### src/rtl/core/pshc_pkg.sv
package pshc_pkg;

	localparam int BUCKETS     = 4096;
	localparam int WAYS        = 4;
	localparam int COUNT_BITS  = 14;
	localparam int BUCKET_BITS = $clog2(BUCKETS);
	localparam int WAY_BITS    = $clog2(WAYS);
	localparam int QUEUE_DEPTH = 2;

	localparam int PID_BITS     = 16;
	localparam int ADDR_BITS    = 32;
	localparam int CTR_BITS     = 2;
	localparam int SHIFT_BITS   = 5;
	localparam int CFG_IDX_BITS = 2;
	localparam int EVICT_BITS   = 32;

	localparam logic [COUNT_BITS-1:0] COUNT_MAX = '1;

	localparam logic [SHIFT_BITS-1:0] ADDR_RS_RESET = 5'd2;
	localparam logic [SHIFT_BITS-1:0] PID_LS_RESET  = 5'd0;
	localparam logic [SHIFT_BITS-1:0] ADDR_LS_RESET = 5'd10;
	localparam logic [SHIFT_BITS-1:0] CTR_LS_RESET  = 5'd8;

	typedef enum logic [CFG_IDX_BITS-1:0] {
		CFG_ADDR_RS = 2'd0,
		CFG_PID_LS  = 2'd1,
		CFG_ADDR_LS = 2'd2,
		CFG_CTR_LS  = 2'd3
	} cfg_idx_t;

	typedef enum logic [1:0] {
		OUT_HIT  = 2'd0,
		OUT_FILL = 2'd1,
		OUT_SAT  = 2'd2,
		OUT_RR   = 2'd3
	} outcome_t;

	typedef enum logic [1:0] {
		ST_CLEAR,
		ST_IDLE,
		ST_LOOK
	} back_state_t;

	// one way of a bucket; a count of zero marks the way empty
	typedef struct packed {
		logic [ADDR_BITS-1:0]  addr;
		logic [PID_BITS-1:0]   pid;
		logic [COUNT_BITS-1:0] count;
	} entry_t;

	typedef entry_t [WAYS-1:0] row_t;

	typedef struct packed {
		logic [BUCKET_BITS-1:0] bucket;
		logic [PID_BITS-1:0]    pid;
		logic [ADDR_BITS-1:0]   addr;
	} sample_t;

endpackage

### src/rtl/core/pshc_queue.sv
module pshc_queue (
	input  logic              clk,
	input  logic              arst_n,
	input  logic              push,
	input  pshc_pkg::sample_t push_item,
	output logic              full,
	input  logic              pop,
	output logic              pop_valid,
	output pshc_pkg::sample_t pop_item
);

	localparam int PTR_BITS = $clog2(pshc_pkg::QUEUE_DEPTH);
	localparam int CNT_BITS = $clog2(pshc_pkg::QUEUE_DEPTH + 1);

	pshc_pkg::sample_t   slots_q [pshc_pkg::QUEUE_DEPTH];
	logic [PTR_BITS-1:0] wr_ptr_q;
	logic [PTR_BITS-1:0] rd_ptr_q;
	logic [CNT_BITS-1:0] cnt_q;

	assign full      = cnt_q == CNT_BITS'(pshc_pkg::QUEUE_DEPTH);
	assign pop_valid = cnt_q != '0;
	assign pop_item  = slots_q[rd_ptr_q];

	always_ff @(posedge clk) begin
		if (push) begin
			slots_q[wr_ptr_q] <= push_item;
		end
	end

	always_ff @(posedge clk or negedge arst_n) begin
		if (!arst_n) begin
			wr_ptr_q <= '0;
			rd_ptr_q <= '0;
			cnt_q    <= '0;
		end else begin
			if (push) begin
				wr_ptr_q <= (wr_ptr_q == PTR_BITS'(pshc_pkg::QUEUE_DEPTH - 1)) ? '0 : wr_ptr_q + 1'b1;
			end
			if (pop) begin
				rd_ptr_q <= (rd_ptr_q == PTR_BITS'(pshc_pkg::QUEUE_DEPTH - 1)) ? '0 : rd_ptr_q + 1'b1;
			end
			if (push && !pop) begin
				cnt_q <= cnt_q + 1'b1;
			end else if (pop && !push) begin
				cnt_q <= cnt_q - 1'b1;
			end
		end
	end

endmodule

### config.mk
export PLATFORM = sky130hd
export DESIGN_NAME = pshc_queue
export DESIGN_NICKNAME = d
export VERILOG_FILES = /design/src/rtl/core/pshc_pkg.sv /design/src/rtl/core/pshc_queue.sv
export SDC_FILE = /design/constraint.sdc
export NUM_CORES = 1
export LEC_CHECK = 0
export BUFFER_PORTS_ARGS = -buffer_cell sky130_fd_sc_hd__buf_2
export CAP_MARGIN = 20
export CELL_PAD_IN_SITES_DETAIL_PLACEMENT = 2
export CELL_PAD_IN_SITES_GLOBAL_PLACEMENT = 2
export CORE_MARGIN = 1.5
export CORE_UTILIZATION = 33
export DETAILED_ROUTE_END_ITERATION = 7
export PLACE_DENSITY = 0.69
export SYNTH_ARGS = -nofsm -noshare
export SYNTH_HDL_FRONTEND = slang
export SYNTH_SLANG_ARGS = --single-unit
### constraint.sdc
create_clock -name clk -period 3.62 [get_ports clk]
set_input_delay 0.181 -clock clk [delete_from_list [all_inputs] [get_ports clk]]
set_output_delay 0.181 -clock clk [all_outputs]
set_load 0.005 [all_outputs]
Word-level counts from Yosys, hierarchy flattened
Memories as Yosys holds them, arrays and structs flattened.
Cells that the tools add are included.
{"block": "totals", "in_bits": 64, "reg_bits": 4, "mem_count": 1, "out_inout_bits": 62, "word_cells": 21, "ram_bits": 120}
{"name": "slots_q", "words": 2, "word_bits": 60, "rd": 1, "rd_ports_with_merged_regs": 0, "wr": 1, "line": "pshc_queue.sv:15", "rtl": "pshc_pkg::sample_t slots_q [pshc_pkg::QUEUE_DEPTH];"}
{"block": "op_classes", "n_eq_ne": 1, "n_mux": 6, "reduce_logical": 6, "addsub": 4}
{"op": "2-to-1 mux 1 bit", "count": 4}
{"op": "2-to-1 mux 2 bit", "count": 2}
{"op": "nonzero test 2 bit", "count": 2}
{"op": "adder 1 bit (second input constant)", "count": 2}
{"op": "adder 2 x 1 -> 2 bit (second input constant)", "count": 1}
{"op": "== test 2 bit (second input constant)", "count": 1}
{"op": "logical AND 1 bit", "count": 2}
{"op": "zero test 1 bit", "count": 2}
{"op": "subtractor 2 x 1 -> 2 bit (second input constant)", "count": 1}

Longest topological paths before layout
{"block": "depth", "word_depth": 4, "depth_mapped": 5, "mapped_depth_nobuf": 5}

Worst setup path before layout
No wires, ideal clock.
{"block": "synth_path", "path_type": "reg2reg", "startpoint": "register wr_ptr_q", "endpoint": "memory slots_q[0][0] in the netlist's numbering, enable pin", "path_stages_with_launch": 2, "path_slack_ns": 0.063, "synth_period_minus_slack_ns": 3.557, "t_arrival_ns": 3.072, "n_path_buf": 0, "setup_ns": 0.485, "required_ns": 3.135, "cell_sequence": "dfrtp_1 nor2b_1"}
{"item": "from (decl)", "line": "pshc_queue.sv:16", "rtl": "logic [PTR_BITS-1:0] wr_ptr_q;"}
{"item": "from (signal assigned)", "line": "pshc_queue.sv:37", "rtl": "wr_ptr_q <= (wr_ptr_q == PTR_BITS'(pshc_pkg::QUEUE_DEPTH - 1)) ? '0 : wr_ptr_q + 1'b1;"}
{"item": "to (decl)", "line": "pshc_queue.sv:15"}
Straight into the memory's write port.

==> results_dict.tcl <==
set metrics [dict create \
    yosysMostFrequentCell "edfxtp_1" \
    tightest_slew_ns 0.857 \
    clock_latency_ns 0.41 \
    grt_pass1_wl_um 15400 \
    power_density_nw_per_um2 725 \
    synth.distinct_cells 14 \
    die_w_um 124 \
    irDropWorstVdd_mv 0.522 \
    dpl.hpwl_um 5860 \
    start_util 0.342 \
    clock_skew_ns 0.00852 \
    area_growth_pct 39.6 \
    dieArea_um2 15300 \
    nNetsFinal 470 \
    synth_ff_type "edfxtp_1" \
    final-max-slew-violation-count 0 \
    fmax_mhz 452 \
    drtPass1Iterations 4 \
    yosysTopAreaCell "edfxtp_1" \
    diodes 0 \
    grt_pass1_vias 3046 \
    synth_edf_count 120 \
    clockBufferDepth 2 \
    overflow 0 \
    root_buffer "clkbuf_16" \
    dpl-instance-area_um2 5570 \
    cp_slowest_stage_delay_ns 0.80 \
    vias 2604 \
    synth_area_um2 4820 \
    rsz0062_at_grt "no" \
    ios 126 \
    synthTopCellsByCount "edfxtp_1, mux2_4, buf_12, dfrtp_1, xor2_1" \
    core_um2 14100 \
    finalCriticalPeriod_ns 2.21 \
    antenna_found_initial 0 \
    fin_crit_sh 0.611 \
    synth_top_area_frac 0.747 \
    hold_path_class "input pin to asynchronous set/reset pin" \
    cts_tree "yes" \
    drive_gt1_frac 0.510 \
    drt_iter0_drc 100 \
    grt_max_degree 62 \
    hold_viol_final 0 \
    postRouteWirelength_um 10100 \
    final_antenna_net_count 0 \
    ctsResizeCount 0 \
    seq_area_frac_synth 0.768 \
    fin_area_um2 6730 \
    path_class "flip-flop to primary output" \
    end_kind "primary output" \
    reg2reg_depth 2 \
    tns_ns 0 \
    gp_congestion 0.611 \
    drc 0 \
    critPathRequiredTime_ns 3.44 \
    slew_headroom 0.429 \
    ys_ff_latch 124 \
    status "finished, final reports clean" \
    synth.area.top_cells "edfxtp_1, mux2_4, buf_12" \
    cts_max_level 4 \
    worstPathMaxFanout 32 \
    setup_violations 0 \
    ys_async_sr_fraction 0.0323 \
    io_buffers 125 \
    max-cap-violations 0 \
    avgSynthCellArea_um2 23.7 \
    die_y_um 124 \
    setup.worst_path.start_class "flip-flop" \
    rows 43 \
    track_usage 0.143 \
    synth_cells 203 \
    cp_slowest_cell "dfrtp_4" \
    path_cells "buf_16 > mux2_2 > buf_2" \
    clock_sinks 124 \
    post_drt_wl_per_cell_um 16.9 \
    vias_per_cell 4.35 \
    p_leak_nw 2.73 \
    cts_hold_buf 63 \
    numCtsBuffers 17 \
    clk_pin_slew_ns 0.05 \
    yosysWarnings 0 \
    cts_setup_buffers 0 \
    cp_data_arrival_time_ns 2.03 \
    syn_nets 268 \
]
==> cells by family after synthesis <==
kind of cell / synth area share
buf+inv: 0.0280
fa+ha+maj: 0.00259
simple gates: 0.00597
flops: 0.768
xor+xnor: 0.00908
mux: 0.186
==> metal layers <==
layer / global-route usage / part of all wire / vias to the layer above
met1: 0.147 / 0.39 / 1300
li1: - / - / 1202
met3: 0.0472 / 0.048 / 17
met5: 0 / 0 / -
met2: 0.259 / 0.54 / 85
met4: 0.0733 / 0.020 / 0
==> placed cells by master (no fill, tap or decap) <==
| cell type | synthesis | layout |
|---|---|---|
| or2_2 | 1 | 1 |
| nor2_1 | 1 | 1 |
| clkinv_2 | 0 | 4 |
| dfrtp_4 | 0 | 1 |
| mux2_2 | 1 | 1 |
| inv_1 | 1 | 1 |
| buf_2 | 0 | 125 |
| clkbuf_16 | 0 | 17 |
| clkbuf_1 | 0 | 10 |
| xnor2_1 | 1 | 1 |
| dlygate4sd3_1 | 0 | 63 |
| nor2b_1 | 2 | 1 |
| nor2b_4 | 0 | 1 |
| clkbuf_8 | 0 | 1 |
| buf_16 | 0 | 1 |
| mux2_4 | 59 | 59 |
| buf_12 | 6 | 1 |
| and2_4 | 0 | 1 |
| edfxtp_1 | 120 | 120 |
| xor2_1 | 4 | 4 |
| dfrtp_1 | 4 | 3 |
| ha_1 | 1 | 1 |
==> flip-flops by register name, indices dropped and copies added, names as in the netlist <==
name / count
rd_ptr_q: 1
slots_q: 120
wr_ptr_q: 1
cnt_q: 2
==> layout make-up <==
type / count / area (um2)
fill: 1311 / 7370
sequential: 124 / 3710
timing repair buffer: 190 / 1300
multi-input combinational: 71 / 992
clock buffer: 28 / 477
tap: 180 / 225
clock inverter: 4 / 20.0
inverter: 1 / 3.75
==> critical path: cells and delay by family, from the launching register on <==
kind,cells,cell delay (ns)
buf+inv,2,0.43
flops,1,0.80
mux,1,0.36
==> final timing paths <==
path | startpoint | to | slack, ns
min | arst_n | cnt_q[1]$_DFFE_PN0P_ | 0.10
max | rd_ptr_q$_DFFE_PN0P_ | pop_item[39] | 1.41
min reg2reg | cnt_q[1]$_DFFE_PN0P_ | cnt_q[1]$_DFFE_PN0P_ | 0.54
min in group clk | push_item[53] | slots_q[1][53]$_DFFE_PP_ | 0.49
max in group asynchronous | arst_n | rd_ptr_q$_DFFE_PN0P_ | 3.37
max reg2reg | wr_ptr_q$_DFFE_PN0P_ | slots_q[0][39]$_DFFE_PP_ | 1.86
==> stage by stage <==
step | worst slack [ns] | total power, mW | hold slack, ns | instances | util
finish | 1.41 | 4.88 | 0.105 | 598 | 0.477
global route | 1.31 | 5.13 | 0.128 | 598 | 0.477
CTS | 1.21 | 4.94 | 0.0810 | 597 | 0.475
detailed placement | 1.67 | 3.42 | -0.00406 | 502 | 0.395
global placement | 1.67 | 3.38 | -0.00690 | 502 | 0.395
floorplan | 0.0631 | 3.04 | -0.115 | 203 | -
==> power breakdown <==
| part | internal [mW] | total, mW | switching [mW] |
|---|---|---|---|
| combinational | 0.799 | 1.34 | 0.546 |
| sequential | 1.92 | 2.10 | 0.182 |
| clock | 0.886 | 1.43 | 0.548 |
| total | 3.60 | 4.88 | 1.28 |
Power figures use the tool's default switching activity.
