==> src/rtl/core/pshc_pkg.sv <==
package pshc_pkg;

	localparam int BUCKETS     = 4096;
	localparam int WAYS        = 4;
	localparam int COUNT_BITS  = 14;
	localparam int BUCKET_BITS = $clog2(BUCKETS);
	localparam int WAY_BITS    = $clog2(WAYS);
	localparam int QUEUE_DEPTH = 2;

	localparam int PID_BITS     = 16;
	localparam int ADDR_BITS    = 32;
	localparam int CTR_BITS     = 2;
	localparam int SHIFT_BITS   = 5;
	localparam int CFG_IDX_BITS = 2;
	localparam int EVICT_BITS   = 32;

	localparam logic [COUNT_BITS-1:0] COUNT_MAX = '1;

	localparam logic [SHIFT_BITS-1:0] ADDR_RS_RESET = 5'd2;
	localparam logic [SHIFT_BITS-1:0] PID_LS_RESET  = 5'd0;
	localparam logic [SHIFT_BITS-1:0] ADDR_LS_RESET = 5'd10;
	localparam logic [SHIFT_BITS-1:0] CTR_LS_RESET  = 5'd8;

	typedef enum logic [CFG_IDX_BITS-1:0] {
		CFG_ADDR_RS = 2'd0,
		CFG_PID_LS  = 2'd1,
		CFG_ADDR_LS = 2'd2,
		CFG_CTR_LS  = 2'd3
	} cfg_idx_t;

	typedef enum logic [1:0] {
		OUT_HIT  = 2'd0,
		OUT_FILL = 2'd1,
		OUT_SAT  = 2'd2,
		OUT_RR   = 2'd3
	} outcome_t;

	typedef enum logic [1:0] {
		ST_CLEAR,
		ST_IDLE,
		ST_LOOK
	} back_state_t;

	// one way of a bucket; a count of zero marks the way empty
	typedef struct packed {
		logic [ADDR_BITS-1:0]  addr;
		logic [PID_BITS-1:0]   pid;
		logic [COUNT_BITS-1:0] count;
	} entry_t;

	typedef entry_t [WAYS-1:0] row_t;

	typedef struct packed {
		logic [BUCKET_BITS-1:0] bucket;
		logic [PID_BITS-1:0]    pid;
		logic [ADDR_BITS-1:0]   addr;
	} sample_t;

endpackage

==> src/rtl/core/pshc_front.sv <==
module pshc_front (
	input  logic                                clk,
	input  logic                                arst_n,
	input  logic                                in_valid,
	output logic                                in_ready,
	input  logic [pshc_pkg::PID_BITS-1:0]       proc_id,
	input  logic [pshc_pkg::ADDR_BITS-1:0]      instr_addr,
	input  logic [pshc_pkg::CTR_BITS-1:0]       counter_num,
	input  logic                                cfg_valid,
	output logic                                cfg_ready,
	input  logic [pshc_pkg::CFG_IDX_BITS-1:0]   cfg_index,
	input  logic [pshc_pkg::SHIFT_BITS-1:0]     cfg_data,
	input  logic                                clearing,
	input  logic                                q_full,
	output logic                                push,
	output pshc_pkg::sample_t                   push_item
);

	logic [pshc_pkg::SHIFT_BITS-1:0] addr_rs_q;
	logic [pshc_pkg::SHIFT_BITS-1:0] pid_ls_q;
	logic [pshc_pkg::SHIFT_BITS-1:0] addr_ls_q;
	logic [pshc_pkg::SHIFT_BITS-1:0] ctr_ls_q;
	logic [pshc_pkg::ADDR_BITS-1:0]  hash;

	assign cfg_ready = 1'b1;

	always_ff @(posedge clk or negedge arst_n) begin
		if (!arst_n) begin
			addr_rs_q <= pshc_pkg::ADDR_RS_RESET;
			pid_ls_q  <= pshc_pkg::PID_LS_RESET;
			addr_ls_q <= pshc_pkg::ADDR_LS_RESET;
			ctr_ls_q  <= pshc_pkg::CTR_LS_RESET;
		end else if (cfg_valid) begin
			case (pshc_pkg::cfg_idx_t'(cfg_index))
				pshc_pkg::CFG_ADDR_RS: addr_rs_q <= cfg_data;
				pshc_pkg::CFG_PID_LS:  pid_ls_q  <= cfg_data;
				pshc_pkg::CFG_ADDR_LS: addr_ls_q <= cfg_data;
				pshc_pkg::CFG_CTR_LS:  ctr_ls_q  <= cfg_data;
				default: ;
			endcase
		end
	end

	// xor of shifted fields, 32 bits wide
	always_comb begin
		hash = (instr_addr >> addr_rs_q)
			^ ({{(pshc_pkg::ADDR_BITS-pshc_pkg::PID_BITS){1'b0}}, proc_id} << pid_ls_q)
			^ (instr_addr << addr_ls_q)
			^ ({{(pshc_pkg::ADDR_BITS-pshc_pkg::CTR_BITS){1'b0}}, counter_num} << ctr_ls_q);
	end

	assign in_ready = !clearing && !q_full;
	assign push     = in_valid && in_ready;

	always_comb begin
		push_item.bucket = hash[pshc_pkg::BUCKET_BITS-1:0];
		push_item.pid    = proc_id;
		push_item.addr   = instr_addr;
	end

endmodule

==> config.mk <==
export PLATFORM = sky130hd
export DESIGN_NAME = pshc_front
export DESIGN_NICKNAME = d
export VERILOG_FILES = /design/src/rtl/core/pshc_pkg.sv /design/src/rtl/core/pshc_front.sv
export SDC_FILE = /design/constraint.sdc
export NUM_CORES = 1
export LEC_CHECK = 0
export BUFFER_PORTS_ARGS = -buffer_cell sky130_fd_sc_hd__buf_2
export CELL_PAD_IN_SITES_DETAIL_PLACEMENT = 0
export CELL_PAD_IN_SITES_GLOBAL_PLACEMENT = 2
export CORE_MARGIN = 4
export CORE_UTILIZATION = 30
export CTS_BUF_LIST = sky130_fd_sc_hd__clkbuf_16
export DETAILED_ROUTE_END_ITERATION = 6
export PLACE_DENSITY_LB_ADDON = 0.25
export SLEW_MARGIN = 20
export SYNTH_ARGS = -nofsm -noshare
export SYNTH_HDL_FRONTEND = slang
export SYNTH_SLANG_ARGS = --single-unit
export TNS_END_PERCENT = 1
==> constraint.sdc <==
create_clock -name clk -period 2 [get_ports clk]
set_input_delay 0.1 -clock clk [delete_from_list [all_inputs] [get_ports clk]]
set_output_delay 0.1 -clock clk [all_outputs]
set_load 0.1 [all_outputs]
# Word-level counts from Yosys, hierarchy flattened

Cells that the tools add are included.

Register bits: 20
Bits of input ports: 63
Word-level logic and storage cells: 23

Eq/ne operators: 3
Shift-type cells: 4
Bitwise logic cells: 3
Reductions and logical operators: 9

Operators with widths:

| operator             | number |
|---|---|
| $xor A12 B12 Y12     | 3 |
| $shl A32 B5 Y12      | 1 |
| $shr A32 B5 Y12      | 1 |
| $shl A16 B5 Y12      | 1 |
| $shl A2 B5 Y12       | 1 |
| $reduce_and A2 Y1    | 4 |
| $eq A2 B2 Y1 const B | 2 |
| $eq A2 B1 Y1 const B | 1 |
| $logic_and A1 B1 Y1  | 2 |
| $logic_not A1 Y1     | 2 |
| $logic_not A2 Y1     | 1 |

# Longest topological paths before layout

Gate-level depths: netlist (run 1).

Depth in word-level cells: 4
Mapped depth: 8

# Least setup slack after synthesis (run 1)

No wires, ideal clock.

Path type: flip-flop to output port
From: register addr_rs_q[0] in the netlist's numbering
To: output push_item[53] in the netlist's numbering
Arrival: 3.337 ns
Required time: 1.900 ns
Path slack: -1.437 ns
Cell stages (with the launch flop): 6
Path buffers: 1
Path through: dfrtp_1 buf_6 or2b_2 mux4_1 mux4_2 xnor2_1

RTL lines:

| what                   | RTL line         | RTL |
|---|---|---|
| from (decl)            | pshc_front.sv:19 | `logic [pshc_pkg::SHIFT_BITS-1:0] addr_rs_q;` |
| from (signal assigned) | pshc_front.sv:29 | `addr_rs_q <= pshc_pkg::ADDR_RS_RESET;` |
| from (signal assigned) | pshc_front.sv:35 | `pshc_pkg::CFG_ADDR_RS: addr_rs_q <= cfg_data;` |
| to (decl)              | pshc_front.sv:16 | `output pshc_pkg::sample_t push_item` |

==> metrics.md, run 1 <==
| Metric | Value |
|---|---|
| Status | `finished with violations` |
| Failing checks | `setup timing` |
| Io pins | `126` |
| Die height | `129 um` |
| Synth-to-Final Area Change | `40.0%` |
| DR pass1 iterations | `4` |
| Vias | `4019` |
| Row count | `43` |
| DR WL/cell | `20.3 um` |
| ANT nets after route | `0` |
| Worst-margin pin slew | `0.482 ns` |
| Die area | `16500 um2` |
| Initial core utilization | `31.1%` |
| Tot Pwr | `7410 uW` |
| Clk Latency, worst-skew pair | `0.26 ns` |
| Filler cells | `1399` |
| Final Cycle Share | `134%` |
| VDD IR max | `0.815 mV` |
| HP Class | `input pin to flip-flop` |
| Minimum clock period | `2.69 ns` |
| Asr flop ratio synth | `100%` |
| Final Slew Violations | `0` |
| Max cap viols | `0` |
| Drt via density | `5.40` |
| Switching Share | `52.3%` |
| WL final | `15100 um` |
| Number of global-route vias before repair | `4193` |
| Number of synthesized flops with an enable pin | `0` |
| Core ar. | `14000 um2` |
| Layout cells sized above 1 | `64.7%` |
| Yosys top cell by area | `mux4_2` |
| Setup-failing EPs final | `12` |
| DP Area | `5780 um2` |
| Nets | `628` |
| Max Freq | `0.372 GHz` |
| Sequential share of power | `8.6%` |
| Final hold vios | `0` |
| Critical Path End Type | `output port` |
| Unrepaired setup endpoints after global routing | `true` |
| Grt total ovfl | `0` |
| Dpl hpwl | `12200 um` |
| H-tree depth | `1` |
| Clock Sinks | `20` |
| Synthesized flop and latch total | `20` |
| Combinational share of power | `85.5%` |
| Bufs on Longest Clock Path | `2` |
| DP Cell Count | `731` |
| Routability cong. | `0.890` |
| CTS tree | `built` |
| CP required | `1.90 ns` |
| Root Buffer | `clkbuf_16` |
| Pleak | `0.00260 uW` |
| Initial antenna violation count | `0` |
| Reg clk slew, reported paths | `0.06 ns` |
| CTS buffer count | `3` |
| Worst slew margin | `66.9%` |
| Net switching power | `3880 uW` |
| Largest cells by area after synthesis | `mux4_2 (20%), mux4_1 (11%), dfrtp_1 (9.2%), buf_4 (8.6%), mux2i_1 (7.8%)` |
| Pwr dens | `1210 nW/um2` |
| Crit Path Category | `flip-flop to output port` |
| YS warnings | `0` |
| Final setup skew | `0 ns` |
| P_int | `3540 uW` |
| Critical path arrival | `2.59 ns` |
| Clk network pwr share | `5.9%` |
| GR Util All Layers | `18.1%` |
| Final cell count without fillers | `744` |
| Most common cell after layout, fill and taps aside | `buf_4` |
| # port buffers | `116` |
| Post-route cell area | `6110 um2` |
| Syn nets | `469` |
| Syn Area/Cell | `10.7 um2` |
| Most frequent cells in the layout | `buf_4 (107), buf_2 (104), mux4_2 (48)` |
| Yosys top cell area share | `19.6%` |
| Synth Cell Area | `4360 um2` |
| Startpoint Class | `flip-flop` |
| First-pass GRT wire length | `23700 um` |
| Crit-path max FO | `5` |
| Synth cell types | `57` |
| DRT iter0 DRCs | `231` |
| Final worst slack | `-0.688 ns` |
| Top FF cell, synth | `dfrtp_1` |
| Largest net degree at the start of global routing | `21` |
| Post-Syn Instances | `406` |
| Sequential area share after synthesis | `11.6%` |
| DRC violations left | `0` |
| Inserted Diodes | `0` |
| Die X | `129 um` |
==> path summary, 6_finish.rpt <==
kind | cells past startpoint | startpoint | to | slack (ns)
worst min register to register | 1 | ctr_ls_q[2]$_DFFE_PN0P_ | ctr_ls_q[2]$_DFFE_PN0P_ | 0.54
worst min-delay path | 3 | cfg_data[1] | addr_rs_q[1]$_DFFE_PN1P_ | 0.13
min in group asynchronous | 2 | arst_n | ctr_ls_q[4]$_DFFE_PN0P_ | 0.34
worst max-delay path | 8 | addr_ls_q[0]$_DFFE_PN0P_ | push_item[56] | -0.69
max in group asynchronous | 2 | arst_n | addr_rs_q[0]$_DFFE_PN0P_ | 1.30
worst max register to register | 5 | addr_rs_q[3]$_DFFE_PN0P_ | addr_rs_q[3]$_DFFE_PN0P_ | 0.41
==> critical path, cell delays in order (launching register included) <==
cell,delay (ns)
dfrtp_2,0.44
buf_4,0.15
buf_4,0.12
mux4_2,0.43
a22oi_2,0.19
a21o_1,0.19
xnor2_2,0.12
xor3_2,0.50
buf_12,0.19
==> per-layer routing <==
layer / track usage (%) / part of all wire (%) / up-vias
met2: 29.3 / 47 / 149
li1: - / - / 1859
met4: 2.90 / 0.95 / 0
met5: 0 / 0 / -
met3: 1.95 / 5.8 / 11
met1: 26.6 / 46 / 2000
==> kinds of logic after synthesis <==
| family | after synthesis | share of synthesized area [%] |
|---|---|---|
| simple gates | 103 | 12.6 |
| buf+inv | 86 | 14.6 |
| other cells | 1 | 0.0859 |
| mux | 114 | 44.4 |
| compound gates | 54 | 8.80 |
| flops | 20 | 11.6 |
| xor+xnor | 28 | 7.88 |
==> sequential cells by signal, indices dropped and copies added (netlist names) <==
name and cells:
addr_rs_q 5, pid_ls_q 5, addr_ls_q 5, ctr_ls_q 5
==> power groups by stage <==
stage	registers, uW	clock network [uW]	logic (uW)
2_1_floorplan	540	0	4320
3_3_place_gp	633	0	6040
3_5_place_dp	637	0	6070
4_1_cts	636	445	6320
5_1_grt	660	463	6600
6_report	639	435	6340
==> through the flow <==
stage | utilization [%] | setup slack, ns | hold slack (ns) | TNS, ns
finish | 43.5 | -0.688 | 0.129 | -7.80
global route | 43.5 | -0.772 | 0.146 | -8.74
CTS | 43.2 | -0.694 | 0.132 | -8.09
detailed placement | 41.1 | -0.482 | 0.101 | -5.33
global placement | 41.1 | -0.453 | 0.0899 | -5.04
floorplan | - | -0.480 | -0.196 | -5.01
==> cell type report <==
cell class,count,area [um2],area share [%]
inverter,4,15.0,0.246
multi-input combinational,300,3510,57.5
timing repair buffer,236,1770,28.9
tap,180,225,3.69
clock inverter,1,3.75,0.0614
sequential,20,510,8.36
clock buffer,3,75.1,1.23
==> synth_stat cells (3+ instances only) <==
master and instances:
mux4_1 18, or3b_2 3, mux2i_1 34, nand2_1 26
a22oi_1 8, mux2_2 24, o22ai_1 9, xor2_1 5
inv_1 3, clkbuf_8 4, a21oi_1 8, clkbuf_1 12
a2bb2oi_1 3, dfrtp_1 16, buf_6 7, buf_2 6
nor3_1 10, nand3b_1 6, mux4_2 38, and2_1 4
nor2_1 16, o21ai_0 7, nor3b_1 10, o31ai_1 3
nor2b_1 8, buf_4 50, a31oi_1 3, dfstp_2 4
xnor2_1 16, xnor3_1 5, nand3_1 9
==> timing repair <==
action	CTS	global route
hold endpoints to repair	16	0
pin swaps	18	5
setup endpoints to repair	12	12
gates cloned	1	0
gates resized for setup	44	11
hold buffers	1	0
setup buffers	8	0
Note: power is estimated with default switching activity, not from simulation.
==> inputs of run 2 (changes only) <==
CORE_UTILIZATION = 36   (was 30)
clock period = 3.15 ns   (was 2 ns; I/O delays follow)
==> metrics.md, run 2 (same netlist as run 1, synthesis figures left out) <==
| Metric | Value |
|---|---|
| Final hold vios | `0 (unchanged)` |
| Max cap viols | `0 (unchanged)` |
| Final setup skew | `0 ns (unchanged)` |
| ANT nets after route | `0 (unchanged)` |
| Layout cells sized above 1 | `46.3% (was 64.7%)` |
| Worst slew margin | `58.8% (was 66.9%)` |
| Initial antenna violation count | `0 (unchanged)` |
| H-tree depth | `1 (unchanged)` |
| Grt total ovfl | `0 (unchanged)` |
| GR Util All Layers | `18.3% (was 18.1%)` |
| Routability cong. | `0.819 (was 0.890)` |
| Number of global-route vias before repair | `3504 (was 4193)` |
| Die height | `118 um (was 129 um)` |
| HP Class | `input pin to flip-flop (unchanged)` |
| Core ar. | `11700 um2 (was 14000 um2)` |
| Hold path cells | `3 (unchanged)` |
| Cell depth of the worst setup path | `7 (was 8)` |
| DR WL/cell | `21.7 um (was 20.3 um)` |
| Max Freq | `0.330 GHz` |
| Tot Pwr | `3950 uW (was 7410 uW)` |
| Minimum clock period | `3.03 ns` |
| Setup-failing EPs final | `0 (was 12)` |
| DR pass1 iterations | `5 (was 4)` |
| # port buffers | `116 (unchanged)` |
| Status | `finished, final reports clean (was finished with violations)` |
| Worst Path Buf+Inv | `2 (was 3)` |
| Area used by multi-input combinational logic | `3230 um2 (was 3510 um2)` |
| Final Slew Violations | `0 (unchanged)` |
| Most common cell after layout, fill and taps aside | `buf_2 (was buf_4)` |
| Startpoint Class | `flip-flop (unchanged)` |
| Clk Latency, worst-skew pair | `0.25 ns (was 0.26 ns)` |
| Crit-path leading delay family | `multiplexers (was XOR/XNOR gates)` |
| CP most frequent cell | `buf_12 (was buf_4)` |
| DRT iter0 DRCs | `253 (was 231)` |
| CTS tree | `built (unchanged)` |
| Dpl hpwl | `10200 um (was 12200 um)` |
| Post-route cell area | `4860 um2 (was 6110 um2)` |
| CP max stage delay | `0.60 ns (was 0.50 ns)` |
| Final core utilization | `41.7% (was 43.5%)` |
| Inserted Diodes | `0 (unchanged)` |
| Die X | `118 um (was 129 um)` |
| Drt via density | `5.95 (was 5.40)` |
| Initial core utilization | `37.4% (was 31.1%)` |
| Crit-path max FO | `31 (was 5)` |
| Clock Sinks | `20 (unchanged)` |
| VDD IR max | `0.661 mV (was 0.815 mV)` |
| WL final | `13000 um (was 15100 um)` |
| CP Cell Sequence | `buf_12 > mux4_1 > a22oi_1 > and3_1 > o22ai_1 > xor3_2 > buf_12 (was buf_4 > buf_4 > mux4_2 > a22oi_2 > a21o_1 > xnor2_2 > xor3_2 > buf_12)` |
| CP required | `2.99 ns (was 1.90 ns)` |
| Root Buffer | `clkbuf_16 (unchanged)` |
| Worst reg2reg path depth | `2 (was 5)` |
| DRC violations left | `0 (unchanged)` |
| Pleak | `0.00200 uW (was 0.00260 uW)` |
| CTS buffer count | `3 (unchanged)` |
| Final worst slack | `0.120 ns (was -0.688 ns)` |
| Dpl ws | `0.357 ns (was -0.482 ns)` |
| Critical path arrival | `2.87 ns (was 2.59 ns)` |
| Row count | `39 (was 43)` |
| Synth-to-Final Area Change | `11.4% (was 40.0%)` |
| Unrepaired setup endpoints after global routing | `false (was true)` |
| Filler cells | `1132 (was 1399)` |
| Area occupied by registers | `510 um2 (unchanged)` |
| Die area | `13900 um2 (was 16500 um2)` |
| Most frequent cells in the layout | `buf_2 (105), mux4_2 (38), mux2i_1 (34) (was buf_4 (107), buf_2 (104), mux4_2 (48))` |
| Nets | `520 (was 628)` |
| Worst-margin pin slew | `0.618 ns (was 0.482 ns)` |
| Critical Path End Type | `output port (unchanged)` |
| Fin Setup TNS | `0 ns (was -7.80 ns)` |
| Final Cycle Share | `96.2%` |
| Crit Path Category | `flip-flop to output port (unchanged)` |
| Pwr dens | `813 nW/um2 (was 1210 nW/um2)` |
| Bufs on Longest Clock Path | `2 (unchanged)` |
| DP Area | `4770 um2 (was 5780 um2)` |
| Vias | `3567 (was 4019)` |
| Reg clk slew, reported paths | `0.06 ns (about the same)` |
| Io pins | `126 (unchanged)` |
| Largest net degree at the start of global routing | `32 (was 21)` |
| First-pass GRT wire length | `20500 um (was 23700 um)` |
| Worst path slowest cell | `mux4_1 (was xor3_2)` |
[run 2: cell types whose count changed in the layout (fill, tap and decap cells not counted), sizes merged]
cell / change
buf: -108
clkinv: -1
inv: +1
[run 2: power by group]
group | internal (uW) | total (uW) | leakage, uW | switching (uW)
Clock | 169 | 261 | 0.0000423 | 92.4
Combinational | 1250 | 3220 | 0.00173 | 1970
Sequential | 314 | 472 | 0.000228 | 159
[run 2: worst reg2reg max path, cell delays in order (launching register included)]
cell     delay (ns)
dfrtp_1        0.66
inv_1          0.37
o21ai_0        0.24
[run 2: repair_timing]
| action | CTS | global route |
|---|---|---|
| resized for setup | 0 | 4 |
| hold buffers | 1 | 0 |
| endpoints found under the setup margin | 0 | 6 |
| buffers inserted | 0 | 0 |
| hold endpoints to repair | 16 | 0 |
[run 2: worst paths after layout]
path                                             to                startpoint  slack, ns
hold reg to reg             ctr_ls_q[2]$_DFFE_PN0P_   ctr_ls_q[2]$_DFFE_PN0P_       0.55
setup reg to reg           addr_rs_q[3]$_DFFE_PN0P_  addr_rs_q[3]$_DFFE_PN0P_       1.80
min in group asynchronous   pid_ls_q[3]$_DFFE_PN0P_                    arst_n       0.40
max in group asynchronous  addr_ls_q[0]$_DFFE_PN0P_                    arst_n       2.39
hold / removal             addr_rs_q[1]$_DFFE_PN1P_               cfg_data[1]       0.20
setup / recovery                      push_item[56]  addr_rs_q[0]$_DFFE_PN0P_       0.12
[run 2: final cells by class]
type	instances	share of cell area, %
multi-input cells	300	66.4
repair buffers	128	17.5
flip-flops and latches	20	10.5
well taps	143	3.68
clock buffers	3	1.54
inverters	4	0.309
clock inverters	1	0.0772
[run 2: metrics by stage]
stage | hold WS (ns) | instances
2_1_floorplan | -0.138 | 406
3_3_place_gp | 0.141 | 594
3_5_place_dp | 0.145 | 594
4_1_cts | 0.207 | 599
5_1_grt | 0.233 | 599
6_report | 0.196 | 599
[run 2: per-layer routing]
layer	wire length [um]	GRT usage (%)	vias to the layer above
li1	-	-	1648
met1	6090	28.4	1755
met2	6020	28.0	156
met3	784	2.26	8
met4	89	1.98	0
met5	0	0	-
